**config.mk**
```make
export PLATFORM = sky130hd
export DESIGN_NAME = linear_interp_resampler_flat
export DESIGN_NICKNAME = d
export VERILOG_FILES = /design/src/rtl/core/lir_pkg.sv /design/src/rtl/core/lir_in_if.sv /design/src/rtl/core/lir_out_if.sv /design/src/rtl/core/lir_ctrl.sv /design/src/rtl/core/lir_dp.sv /design/src/rtl/core/linear_interp_resampler.sv /design/src/flat_wrapper.sv
export VERILOG_INCLUDE_DIRS = /design/src /design/src/rtl/core
export SDC_FILE = /design/constraint.sdc
export NUM_CORES = 2
export LEC_CHECK = 0
export BUFFER_PORTS_ARGS = -buffer_cell sky130_fd_sc_hd__buf_2
export CAP_MARGIN = 30
export CORE_AREA = 2 2 252 254
export DETAILED_ROUTE_END_ITERATION = 10
export DIE_AREA = 0 0 254 256
export PLACE_DENSITY_LB_ADDON = 0.3
export RECOVER_POWER = 25
export SETUP_SLACK_MARGIN = 0.02
export SYNTH_ARGS = -nofsm -noshare
export SYNTH_HDL_FRONTEND = slang
export SYNTH_HIERARCHICAL = 1
export SYNTH_SLANG_ARGS = --single-unit
```
**constraint.sdc**
```tcl
create_clock -name clk -period 11.1 [get_ports clk]
set_input_delay 1.11 -clock clk [delete_from_list [all_inputs] [get_ports clk]]
set_output_delay 1.11 -clock clk [all_outputs]
set_load 0.005 [all_outputs]
```
**src/rtl/core/assert_macros.svh**
```systemverilog
// Assertion macros shared by the RTL files that carry concurrent checks.
// Each macro samples on clk and is disabled while rst is high.
`ifndef ASSERT_MACROS_SVH
`define ASSERT_MACROS_SVH

// The consequent must hold in the same cycle as the antecedent.
`define ASSERT_SAME(label, ante, cons) \
  label: assert property (@(posedge clk) disable iff (rst) (ante) |-> (cons)) \
    else $error("assertion failed");

// The consequent must hold in the cycle after the antecedent.
`define ASSERT_NEXT(label, ante, cons) \
  label: assert property (@(posedge clk) disable iff (rst) (ante) |=> (cons)) \
    else $error("assertion failed");

`endif

```
**src/rtl/core/lir_pkg.sv**
```systemverilog
// Types and constants of the linear interpolation resampler.
// No dependencies; used by every other RTL file of the block except assert_macros.svh.
`default_nettype none

package lir_pkg;

  localparam int SAMPLE_W   = 16;
  localparam int STEP_W     = 16;
  localparam int LIMIT_W    = 25;
  localparam int CFG_IDX_W  = 1;
  localparam int CFG_DATA_W = 25;
  localparam int MAX_ITER   = 5;
  localparam int ITER_W     = 3;
  localparam int QUOT_W     = 16;
  localparam int DIV_STEPS  = QUOT_W / 2;
  localparam int DIV_CNT_W  = 3;

  localparam logic [CFG_IDX_W-1:0] CFG_PHASE_STEP   = 1'b0;
  localparam logic [CFG_IDX_W-1:0] CFG_OUTPUT_LIMIT = 1'b1;

  localparam logic [STEP_W-1:0]  STEP_RESET  = 16'd11025;
  localparam logic [LIMIT_W-1:0] LIMIT_RESET = 25'd28800000;

  typedef enum logic [2:0] {
    S_IDLE,
    S_CHECK,
    S_ADD,
    S_LOAD,
    S_DIV,
    S_STORE,
    S_FINISH
  } state_t;

  typedef struct packed {
    logic capture;
    logic mul;
    logic skip;
    logic add;
    logic load;
    logic div_step;
    logic store;
    logic finish;
  } cmd_t;

  typedef struct packed {
    logic phase_lt;
    logic count_lt;
    logic iter_lt;
    logic div_done;
    logic pend_valid;
    logic out_free;
  } sts_t;

endpackage

`default_nettype wire

```
**src/rtl/core/lir_in_if.sv**
```systemverilog
// Input channel of the resampler: valid/ready handshake with the input beat.
// Depends on lir_pkg for the sample width.
`default_nettype none

interface lir_in_if;
  logic                           valid;
  logic                           ready;
  logic signed [lir_pkg::SAMPLE_W-1:0] sample_in;
  logic                           restart;

  modport source (output valid, output sample_in, output restart, input ready);
  modport sink (input valid, input sample_in, input restart, output ready);
endinterface

`default_nettype wire

```
**src/rtl/core/lir_out_if.sv**
```systemverilog
// Output channel of the resampler: valid/ready handshake with the result beat.
// Depends on lir_pkg for the sample width.
`default_nettype none

interface lir_out_if;
  logic                           valid;
  logic                           ready;
  logic signed [lir_pkg::SAMPLE_W-1:0] sample_out;
  logic                           last;

  modport source (output valid, output sample_out, output last, input ready);
  modport sink (input valid, input sample_out, input last, output ready);
endinterface

`default_nettype wire

```
**src/rtl/core/lir_ctrl.sv**
```systemverilog
// Controller state machine of the resampler: sequences the per-input loop.
// Depends on lir_pkg for the state, command and status types.
`default_nettype none

module lir_ctrl (
  input  logic            clk,
  input  logic            rst,
  input  logic            in_valid,
  input  lir_pkg::sts_t   sts,
  output logic            in_ready,
  output lir_pkg::cmd_t   cmd
);

  lir_pkg::state_t state;
  lir_pkg::state_t state_next;

  logic emit_ok;
  logic loop_on;

  assign loop_on = sts.iter_lt && sts.phase_lt;
  assign emit_ok = !sts.pend_valid || sts.out_free;

  always_ff @(posedge clk) begin
    if (rst) begin
      state <= lir_pkg::S_IDLE;
    end else begin
      state <= state_next;
    end
  end

  always_comb begin
    state_next = state;
    unique case (state)
      lir_pkg::S_IDLE: begin
        if (in_valid) state_next = lir_pkg::S_CHECK;
      end
      lir_pkg::S_CHECK: begin
        if (!loop_on) begin
          state_next = lir_pkg::S_FINISH;
        end else if (sts.count_lt) begin
          state_next = lir_pkg::S_ADD;
        end
      end
      lir_pkg::S_ADD: state_next = lir_pkg::S_LOAD;
      lir_pkg::S_LOAD: state_next = lir_pkg::S_DIV;
      lir_pkg::S_DIV: begin
        if (sts.div_done) state_next = lir_pkg::S_STORE;
      end
      lir_pkg::S_STORE: begin
        if (emit_ok) state_next = lir_pkg::S_CHECK;
      end
      lir_pkg::S_FINISH: begin
        if (emit_ok) state_next = lir_pkg::S_IDLE;
      end
      default: state_next = lir_pkg::S_IDLE;
    endcase
  end

  always_comb begin
    cmd      = '0;
    in_ready = 1'b0;
    unique case (state)
      lir_pkg::S_IDLE: begin
        in_ready    = 1'b1;
        cmd.capture = in_valid;
      end
      lir_pkg::S_CHECK: begin
        cmd.mul  = loop_on && sts.count_lt;
        cmd.skip = loop_on && !sts.count_lt;
      end
      lir_pkg::S_ADD:    cmd.add = 1'b1;
      lir_pkg::S_LOAD:   cmd.load = 1'b1;
      lir_pkg::S_DIV:    cmd.div_step = 1'b1;
      lir_pkg::S_STORE:  cmd.store = emit_ok;
      lir_pkg::S_FINISH: cmd.finish = emit_ok;
      default: cmd = '0;
    endcase
  end

endmodule

`default_nettype wire

```
**src/rtl/core/lir_dp.sv**
```systemverilog
// Datapath of the resampler: registers, phase accumulator, multiplier,
// radix-4 divider by the output rate and the output register. Uses lir_pkg.
`default_nettype none

module lir_dp #(
  parameter int OUT_RATE = 48000
) (
  input  logic                                  clk,
  input  logic                                  rst,
  input  logic                                  cfg_we,
  input  logic [lir_pkg::CFG_IDX_W-1:0]         cfg_index,
  input  logic [lir_pkg::CFG_DATA_W-1:0]        cfg_data,
  input  logic signed [lir_pkg::SAMPLE_W-1:0]   sample_in,
  input  logic                                  restart,
  input  lir_pkg::cmd_t                         cmd,
  output lir_pkg::sts_t                         sts,
  input  logic                                  out_ready,
  output logic                                  out_valid,
  output logic signed [lir_pkg::SAMPLE_W-1:0]   sample_out,
  output logic                                  last
);

  localparam int PW = $clog2(OUT_RATE + 65536);
  localparam int XW = PW + 18;
  localparam logic [PW-1:0]        RATE_P = PW'(OUT_RATE);
  localparam logic [XW-1:0]        RATE_U = XW'(OUT_RATE);
  localparam logic signed [XW-1:0] RATE_X = XW'(OUT_RATE);
  localparam logic [lir_pkg::DIV_CNT_W-1:0] DIV_LAST =
    lir_pkg::DIV_CNT_W'(lir_pkg::DIV_STEPS - 1);

  logic [lir_pkg::STEP_W-1:0]          phase_step;
  logic [lir_pkg::LIMIT_W-1:0]         output_limit;
  logic [PW-1:0]                       phase_acc;
  logic signed [lir_pkg::SAMPLE_W-1:0] prev_sample;
  logic signed [lir_pkg::SAMPLE_W-1:0] cur_sample;
  logic [lir_pkg::LIMIT_W-1:0]         out_count;
  logic [lir_pkg::ITER_W-1:0]          iter_cnt;
  logic signed [XW-1:0]                prod;
  logic signed [XW-1:0]                acc;
  logic [XW-1:0]                       rem;
  logic [lir_pkg::QUOT_W-1:0]          quot;
  logic                                neg;
  logic [lir_pkg::DIV_CNT_W-1:0]       div_cnt;
  logic [lir_pkg::SAMPLE_W-1:0]        pend_sample;
  logic                                pend_valid;

  logic signed [lir_pkg::SAMPLE_W:0]   diff;
  logic signed [PW:0]                  phase_s;
  logic signed [XW-1:0]                prod_c;
  logic signed [XW-1:0]                prev_x;
  logic [PW-1:0]                       phase_adv;
  logic [XW-1:0]                       trial0;
  logic [XW-1:0]                       trial1;
  logic [XW-1:0]                       rem0;
  logic [XW-1:0]                       rem1;
  logic                                bit0;
  logic                                bit1;
  logic [lir_pkg::QUOT_W-1:0]          result;

  assign diff    = (lir_pkg::SAMPLE_W + 1)'(cur_sample) - (lir_pkg::SAMPLE_W + 1)'(prev_sample);
  assign phase_s = $signed({1'b0, phase_acc});
  assign prod_c  = diff * phase_s;
  assign prev_x  = XW'(prev_sample);
  assign phase_adv = phase_acc + PW'(phase_step);

  always_comb begin
    trial0 = RATE_U << {~div_cnt, 1'b1};
    bit0   = rem >= trial0;
    rem0   = bit0 ? rem - trial0 : rem;
    trial1 = RATE_U << {~div_cnt, 1'b0};
    bit1   = rem0 >= trial1;
    rem1   = bit1 ? rem0 - trial1 : rem0;
  end

  assign result = neg ? lir_pkg::QUOT_W'(-quot) : quot;

  assign sts.phase_lt   = phase_acc < RATE_P;
  assign sts.count_lt   = out_count < output_limit;
  assign sts.iter_lt    = iter_cnt < lir_pkg::ITER_W'(lir_pkg::MAX_ITER);
  assign sts.div_done   = div_cnt == DIV_LAST;
  assign sts.pend_valid = pend_valid;
  assign sts.out_free   = !out_valid || out_ready;

  always_ff @(posedge clk) begin
    if (rst) begin
      phase_step   <= lir_pkg::STEP_RESET;
      output_limit <= lir_pkg::LIMIT_RESET;
    end else if (cfg_we) begin
      unique case (cfg_index)
        lir_pkg::CFG_PHASE_STEP:   phase_step <= cfg_data[lir_pkg::STEP_W-1:0];
        lir_pkg::CFG_OUTPUT_LIMIT: output_limit <= cfg_data[lir_pkg::LIMIT_W-1:0];
      endcase
    end
  end

  always_ff @(posedge clk) begin
    if (rst) begin
      phase_acc   <= '0;
      prev_sample <= '0;
      out_count   <= '0;
      iter_cnt    <= '0;
      pend_valid  <= 1'b0;
      out_valid   <= 1'b0;
      div_cnt     <= '0;
    end else begin
      if (out_ready) out_valid <= 1'b0;
      if (cmd.capture) begin
        iter_cnt <= '0;
        if (restart) begin
          phase_acc   <= '0;
          prev_sample <= '0;
          out_count   <= '0;
        end
      end
      if (cmd.mul) out_count <= out_count + 1'b1;
      if (cmd.skip) begin
        phase_acc <= phase_adv;
        iter_cnt  <= iter_cnt + 1'b1;
      end
      if (cmd.load) div_cnt <= '0;
      if (cmd.div_step) div_cnt <= div_cnt + 1'b1;
      if (cmd.store) begin
        if (pend_valid) out_valid <= 1'b1;
        pend_valid <= 1'b1;
        phase_acc  <= phase_adv;
        iter_cnt   <= iter_cnt + 1'b1;
      end
      if (cmd.finish) begin
        if (pend_valid) out_valid <= 1'b1;
        pend_valid  <= 1'b0;
        phase_acc   <= (phase_acc < RATE_P) ? '0 : phase_acc - RATE_P;
        prev_sample <= cur_sample;
      end
    end
  end

  always_ff @(posedge clk) begin
    if (cmd.capture) cur_sample <= sample_in;
    if (cmd.mul) prod <= prod_c;
    if (cmd.add) acc <= prod + prev_x * RATE_X;
    if (cmd.load) begin
      neg  <= acc[XW-1];
      rem  <= acc[XW-1] ? XW'(-acc) : XW'(acc);
      quot <= '0;
    end
    if (cmd.div_step) begin
      rem  <= rem1;
      quot <= {quot[lir_pkg::QUOT_W-3:0], bit0, bit1};
    end
    if (cmd.store) begin
      pend_sample <= result;
      if (pend_valid) begin
        sample_out <= pend_sample;
        last       <= 1'b0;
      end
    end
    if (cmd.finish && pend_valid) begin
      sample_out <= pend_sample;
      last       <= 1'b1;
    end
  end

endmodule

`default_nettype wire

```
**src/rtl/core/linear_interp_resampler.sv**
```systemverilog
// An input beat holds the block from capture to its finish step, plus any output stall,
// and yields n results (0 to 5); loop steps that emit nothing only advance the phase.
// Each result passes through the radix-4 divider by OUT_RATE.
// A result leaves when the next result of the same input is stored, or at its end.
// Reset (rst, synchronous) clears phase, previous sample, count and all handshakes,
// and restores phase_step to 11025 and output_limit to 28800000.
`default_nettype none
`include "assert_macros.svh"

module linear_interp_resampler #(
  parameter int OUT_RATE = 48000
) (
  input  logic                           clk,
  input  logic                           rst,
  input  logic                           cfg_we,
  input  logic [lir_pkg::CFG_IDX_W-1:0]  cfg_index,
  input  logic [lir_pkg::CFG_DATA_W-1:0] cfg_data,
  lir_in_if.sink                         in_ch,
  lir_out_if.source                      out_ch
);

  lir_pkg::cmd_t cmd;
  lir_pkg::sts_t sts;
  logic          in_ready;
  logic          out_valid;
  logic signed [lir_pkg::SAMPLE_W-1:0] sample_out;
  logic          last;

  lir_ctrl u_ctrl (
    .clk      (clk),
    .rst      (rst),
    .in_valid (in_ch.valid),
    .sts      (sts),
    .in_ready (in_ready),
    .cmd      (cmd)
  );

  lir_dp #(
    .OUT_RATE (OUT_RATE)
  ) u_dp (
    .clk        (clk),
    .rst        (rst),
    .cfg_we     (cfg_we),
    .cfg_index  (cfg_index),
    .cfg_data   (cfg_data),
    .sample_in  (in_ch.sample_in),
    .restart    (in_ch.restart),
    .cmd        (cmd),
    .sts        (sts),
    .out_ready  (out_ch.ready),
    .out_valid  (out_valid),
    .sample_out (sample_out),
    .last       (last)
  );

  assign in_ch.ready       = in_ready;
  assign out_ch.valid      = out_valid;
  assign out_ch.sample_out = sample_out;
  assign out_ch.last       = last;

  `ASSERT_NEXT(a_busy_after_beat, in_ch.valid && in_ready, !in_ready)
  `ASSERT_SAME(a_push_has_room, (cmd.store || cmd.finish) && sts.pend_valid, sts.out_free)
  `ASSERT_SAME(a_mul_in_loop, cmd.mul, sts.phase_lt && sts.count_lt && sts.iter_lt)

endmodule

`default_nettype wire
```
**src/flat_wrapper.sv**
```systemverilog
// flat-port wrapper written by rule: the top's interface ports become plain ports
module linear_interp_resampler_flat 
#(
  parameter int OUT_RATE = 48000
)
  (clk, rst, cfg_we, cfg_index, cfg_data, in_ch_valid, in_ch_sample_in, in_ch_restart, in_ch_ready, out_ch_valid, out_ch_sample_out, out_ch_last, out_ch_ready);
  lir_in_if in_ch_i ();
  lir_out_if out_ch_i ();
  input  logic clk;
  input  logic rst;
  input  logic cfg_we;
  input  logic [lir_pkg::CFG_IDX_W-1:0] cfg_index;
  input  logic [lir_pkg::CFG_DATA_W-1:0] cfg_data;
  input wire logic [$bits(in_ch_i.valid)-1:0] in_ch_valid;
  input wire logic [$bits(in_ch_i.sample_in)-1:0] in_ch_sample_in;
  input wire logic [$bits(in_ch_i.restart)-1:0] in_ch_restart;
  output wire logic [$bits(in_ch_i.ready)-1:0] in_ch_ready;
  output wire logic [$bits(out_ch_i.valid)-1:0] out_ch_valid;
  output wire logic [$bits(out_ch_i.sample_out)-1:0] out_ch_sample_out;
  output wire logic [$bits(out_ch_i.last)-1:0] out_ch_last;
  input wire logic [$bits(out_ch_i.ready)-1:0] out_ch_ready;
  assign in_ch_i.valid = in_ch_valid;
  assign in_ch_i.sample_in = in_ch_sample_in;
  assign in_ch_i.restart = in_ch_restart;
  assign in_ch_ready = in_ch_i.ready;
  assign out_ch_valid = out_ch_i.valid;
  assign out_ch_sample_out = out_ch_i.sample_out;
  assign out_ch_last = out_ch_i.last;
  assign out_ch_i.ready = out_ch_ready;
  linear_interp_resampler #(.OUT_RATE(OUT_RATE)) u_core (.clk(clk), .rst(rst), .cfg_we(cfg_we), .cfg_index(cfg_index), .cfg_data(cfg_data), .in_ch(in_ch_i), .out_ch(out_ch_i));
endmodule
```
==> impl_metrics.csv <==
group,metric,value,unit
critical_path,endpoint_kind,"flop",
cts,cts.sinks,281,
floorplanning,die_y,256,µm
floorplanning,coreArea,62400,µm²
placement,hpwlAfterDp,59000,µm
timing,drv_slew,35,
synthesis,synth_cell_type_count,84,
synthesis,synth_top_area_cell,"fa_1",
critical_path,cpLargestDelayFamily,"adder cells",
cts,clockBufferDepth,3,
cts,post_cts_resized,0,
run_status,failed_checks,"max-capacitance violations, max-slew violations",
final_layout,syn_to_final_growth,7.79,%
floorplanning,initial_utilization,0.494,
synthesis,postSynthAreaPerCell,9.15,µm²
final_layout,layout.nets,4086,
synthesis,synth_area,30800,µm²
synthesis,async_flop_share,0,
synthesis,synthCells,3370,
cts,numCtsBuffers,34,
worst_hold_path,hold_class,"flop to flop",
timing,setup_viol,0,
route,route.antenna.remaining_nets,0,
power,p_leak,15.3,nW
power,ir_drop,0.0966,mV
floorplanning,ioPinCount,67,
synthesis,synth_edf_count,170,
synthesis,syn_nets,4060,
route,vias,23833,
synthesis,ys_ff_latch,281,
synthesis,seq_area_frac_synth,0.238,
timing,slew_headroom,-0.246,
route,dr_wl_met2,34900,µm
global_route,gr-total-overflow,0,
critical_path,path_max_fanout,26,
route,via_per_inst,5.58,
placement,dp.cells,4205,
final_layout,final_cells,4268,
route,drc,0,
synthesis,synth_ff_type,"edfxtp_1",
final_layout,seqCellArea,7330,µm²
timing,tns,0,ps
critical_path,worstPathArrival,9650,ps
synthesis,synth.top_cell.area_share,0.197,
route,dr.pass1.iters,5,
global_route,antenna_found_initial,1,
timing,finalCritPeriodShare,0.845,
route,m1WireLength,33200,µm
cts,htree_levels,2,
global_route,grt_pass1_wl,122000,µm
final_layout,fill_cells,5755,
cts,insertion_delay,540,ps
timing,tightest_slew,1870,ps
power,pwr_density_cell,123,nW/µm²
synthesis,synthTopCellsByArea,"fa_1 (20%), edfxtp_1 (17%), ha_1 (14%)",
cts,clkSlewWorstSetupHoldPaths,60,ps
placement,gp_congestion,0.903,
timing,grt_setup_unrepaired,"false",
run_status,status,"finished with violations",
route,drtIter0Drc,1732,
timing,finalCriticalPeriod,9380,ps
final_layout,final_layout_size_suffix_gt1_frac,0.0605,
timing,hold_viol_final,0,
critical_path,cp_slowest_cell,"dfxtp_1",
cts,cts_tree,"built",
route,wl_per_cell,17.7,µm
global_route,grt_max_degree,78,
floorplanning,fp-row-count,92,
critical_path,reg2reg_slack,1720,ps
timing,fin_skew,20.5,ps
timing,worst_hold_slack,417,ps
cts,ctsHoldBuffers,0,
critical_path,max_stage_delay,540,ps
critical_path,cp.required,11370,ps
critical_path,critPathLaunchType,"flop",
cts,postCtsSetupRepairBufs,0,
critical_path,crit_type,"flop to flop",
floorplanning,die_x,254,µm
cts,cts_root_buffer,"clkbuf_16",
global_route,grt_pass1_vias,23167,
floorplanning,design.die.area,65000,µm²
route,routed.top_layer,"met4",
synthesis,yosysWarnings,6,
final_layout,multi_input_area,21400,µm²
route,met3_length,3880,µm
timing,fmax,0.107,GHz
critical_path,cp.buffers_inverters,8,
global_route,grt.total_usage,0.235,
job,drv_cap,1,
route,wirelength,75500,µm
placement,portBuffers,66,
[Yosys cell counts, drive strengths merged (10+ instances only)]
cell type / number
a211oi: 24
a21o: 62
a21oi: 180
a22oi: 26
a31oi: 24
and2: 91
and3: 47
buf: 10
clkbuf: 123
dfxtp: 111
edfxtp: 170
fa: 304
ha: 338
inv: 427
mux2i: 28
nand2: 373
nand2b: 26
nand3: 87
nand3b: 23
nand4: 18
nor2: 219
nor2b: 44
nor3: 57
o211ai: 12
o21a: 28
o21ai: 113
o21bai: 18
o311ai: 19
o31ai: 23
o41ai: 12
or2: 13
or3: 21
or4: 10
xnor2: 135
xor2: 47
[kinds of logic (layout without fill, tap and decap cells)]
logic type	Yosys count	in the layout	share of synthesized area
AO/OA/AOI/OAI	612	612	0.130
adder cells (fa/ha/maj)	642	642	0.335
other	0	1	0
XOR/XNOR	183	183	0.0524
multiplexers	33	33	0.0109
buffers and inverters	564	615	0.0700
flip-flops	281	281	0.238
AND/OR/NAND/NOR	1055	1055	0.164
[worst register-to-register path: cells and delay by family, from the launching register on]
kind,cells,cell delay [ps]
fa+ha+maj,8,3270
compound gates,12,2620
simple gates,6,1580
buf+inv,8,1030
flops,1,540
xor+xnor,1,80
[final cells by class]
| type | count | share of cell area |
|---|---|---|
| multi-input combinational | 2525 | 0.643 |
| sequential | 281 | 0.220 |
| inverter | 431 | 0.0487 |
| tap | 846 | 0.0319 |
| clock buffer | 45 | 0.0287 |
| timing repair buffer | 123 | 0.0224 |
| clock inverter | 16 | 0.00471 |
| antenna | 1 | 0.0000753 |
[where the power goes]
| part | switching, mW | internal, mW | leakage, nW | total, mW |
|---|---|---|---|---|
| clock | 0.460 | 0.659 | 0.529 | 1.12 |
| combinational | 0.981 | 0.578 | 12.3 | 1.56 |
| sequential | 0.110 | 1.31 | 2.47 | 1.42 |
[worst paths after layout]
path	startpoint	end	cells after the start
setup / recovery	u_core/u_dp/prev_sample[1]	u_core/u_dp/prod[34]	35
hold / removal	u_core/u_dp/prod[4]	u_core/u_dp/acc[4]	0
setup reg to reg	u_core/u_dp/prev_sample[1]	u_core/u_dp/prod[34]	35
hold reg to reg	u_core/u_dp/prod[4]	u_core/u_dp/acc[4]	0
[layout by cell type, fill, tap and decap left out, drive strengths merged, types with 19 or more instances in the layout]
cell / n
nand2: 373
clkbuf: 54
xnor2: 135
nor2b: 44
o31ai: 23
fa: 304
mux2i: 28
edfxtp: 170
or3: 21
o311ai: 19
a31oi: 24
a22oi: 26
o21a: 28
nand3b: 23
a211oi: 24
and2: 91
buf: 113
nand2b: 26
o21ai: 113
a21o: 62
nor3: 57
nand3: 87
and3: 47
inv: 431
ha: 338
xor2: 47
a21oi: 180
dfxtp: 111
nor2: 219
[metal layers]
metal,GRT usage,vias to the layer above
li1,-,11483
met5,0,-
met1,0.324,11582
met4,0.0989,0
met3,0.0287,145
met2,0.375,623
[sequential cells by signal (all words and copies together), names as in the netlist]
signal                    flops
u_core/u_dp/prev_sample      16
u_core/u_dp/cur_sample       16
u_core/u_dp/iter_cnt          3
u_core/u_dp/output_limit     25
u_core/u_dp/phase_acc        17
u_core/u_dp/quot             16
u_core/u_dp/div_cnt           3
u_core/u_dp/out_count        25
u_core/u_dp/sample_out       16
u_core/u_dp/acc              35
u_core/u_dp/neg               1
u_core/u_ctrl/state           3
u_core/u_dp/out_valid         1
u_core/u_dp/prod             35
u_core/u_dp/rem              35
u_core/u_dp/phase_step       16
u_core/u_dp/pend_valid        1
u_core/u_dp/last              1
u_core/u_dp/pend_sample      16
[metrics by stage]
stage	power [mW]	utilization	cell area [µm²]	worst slack [ps]
finish	4.09	0.533	33200	1720
global route	4.36	0.533	33200	949
CTS	4.12	0.533	33300	1720
floorplan	2.52	-	30800	2490
global placement	2.96	0.515	32100	1930
detailed placement	2.98	0.515	32100	1770
No activity file was read; power rests on OpenSTA's default activity.
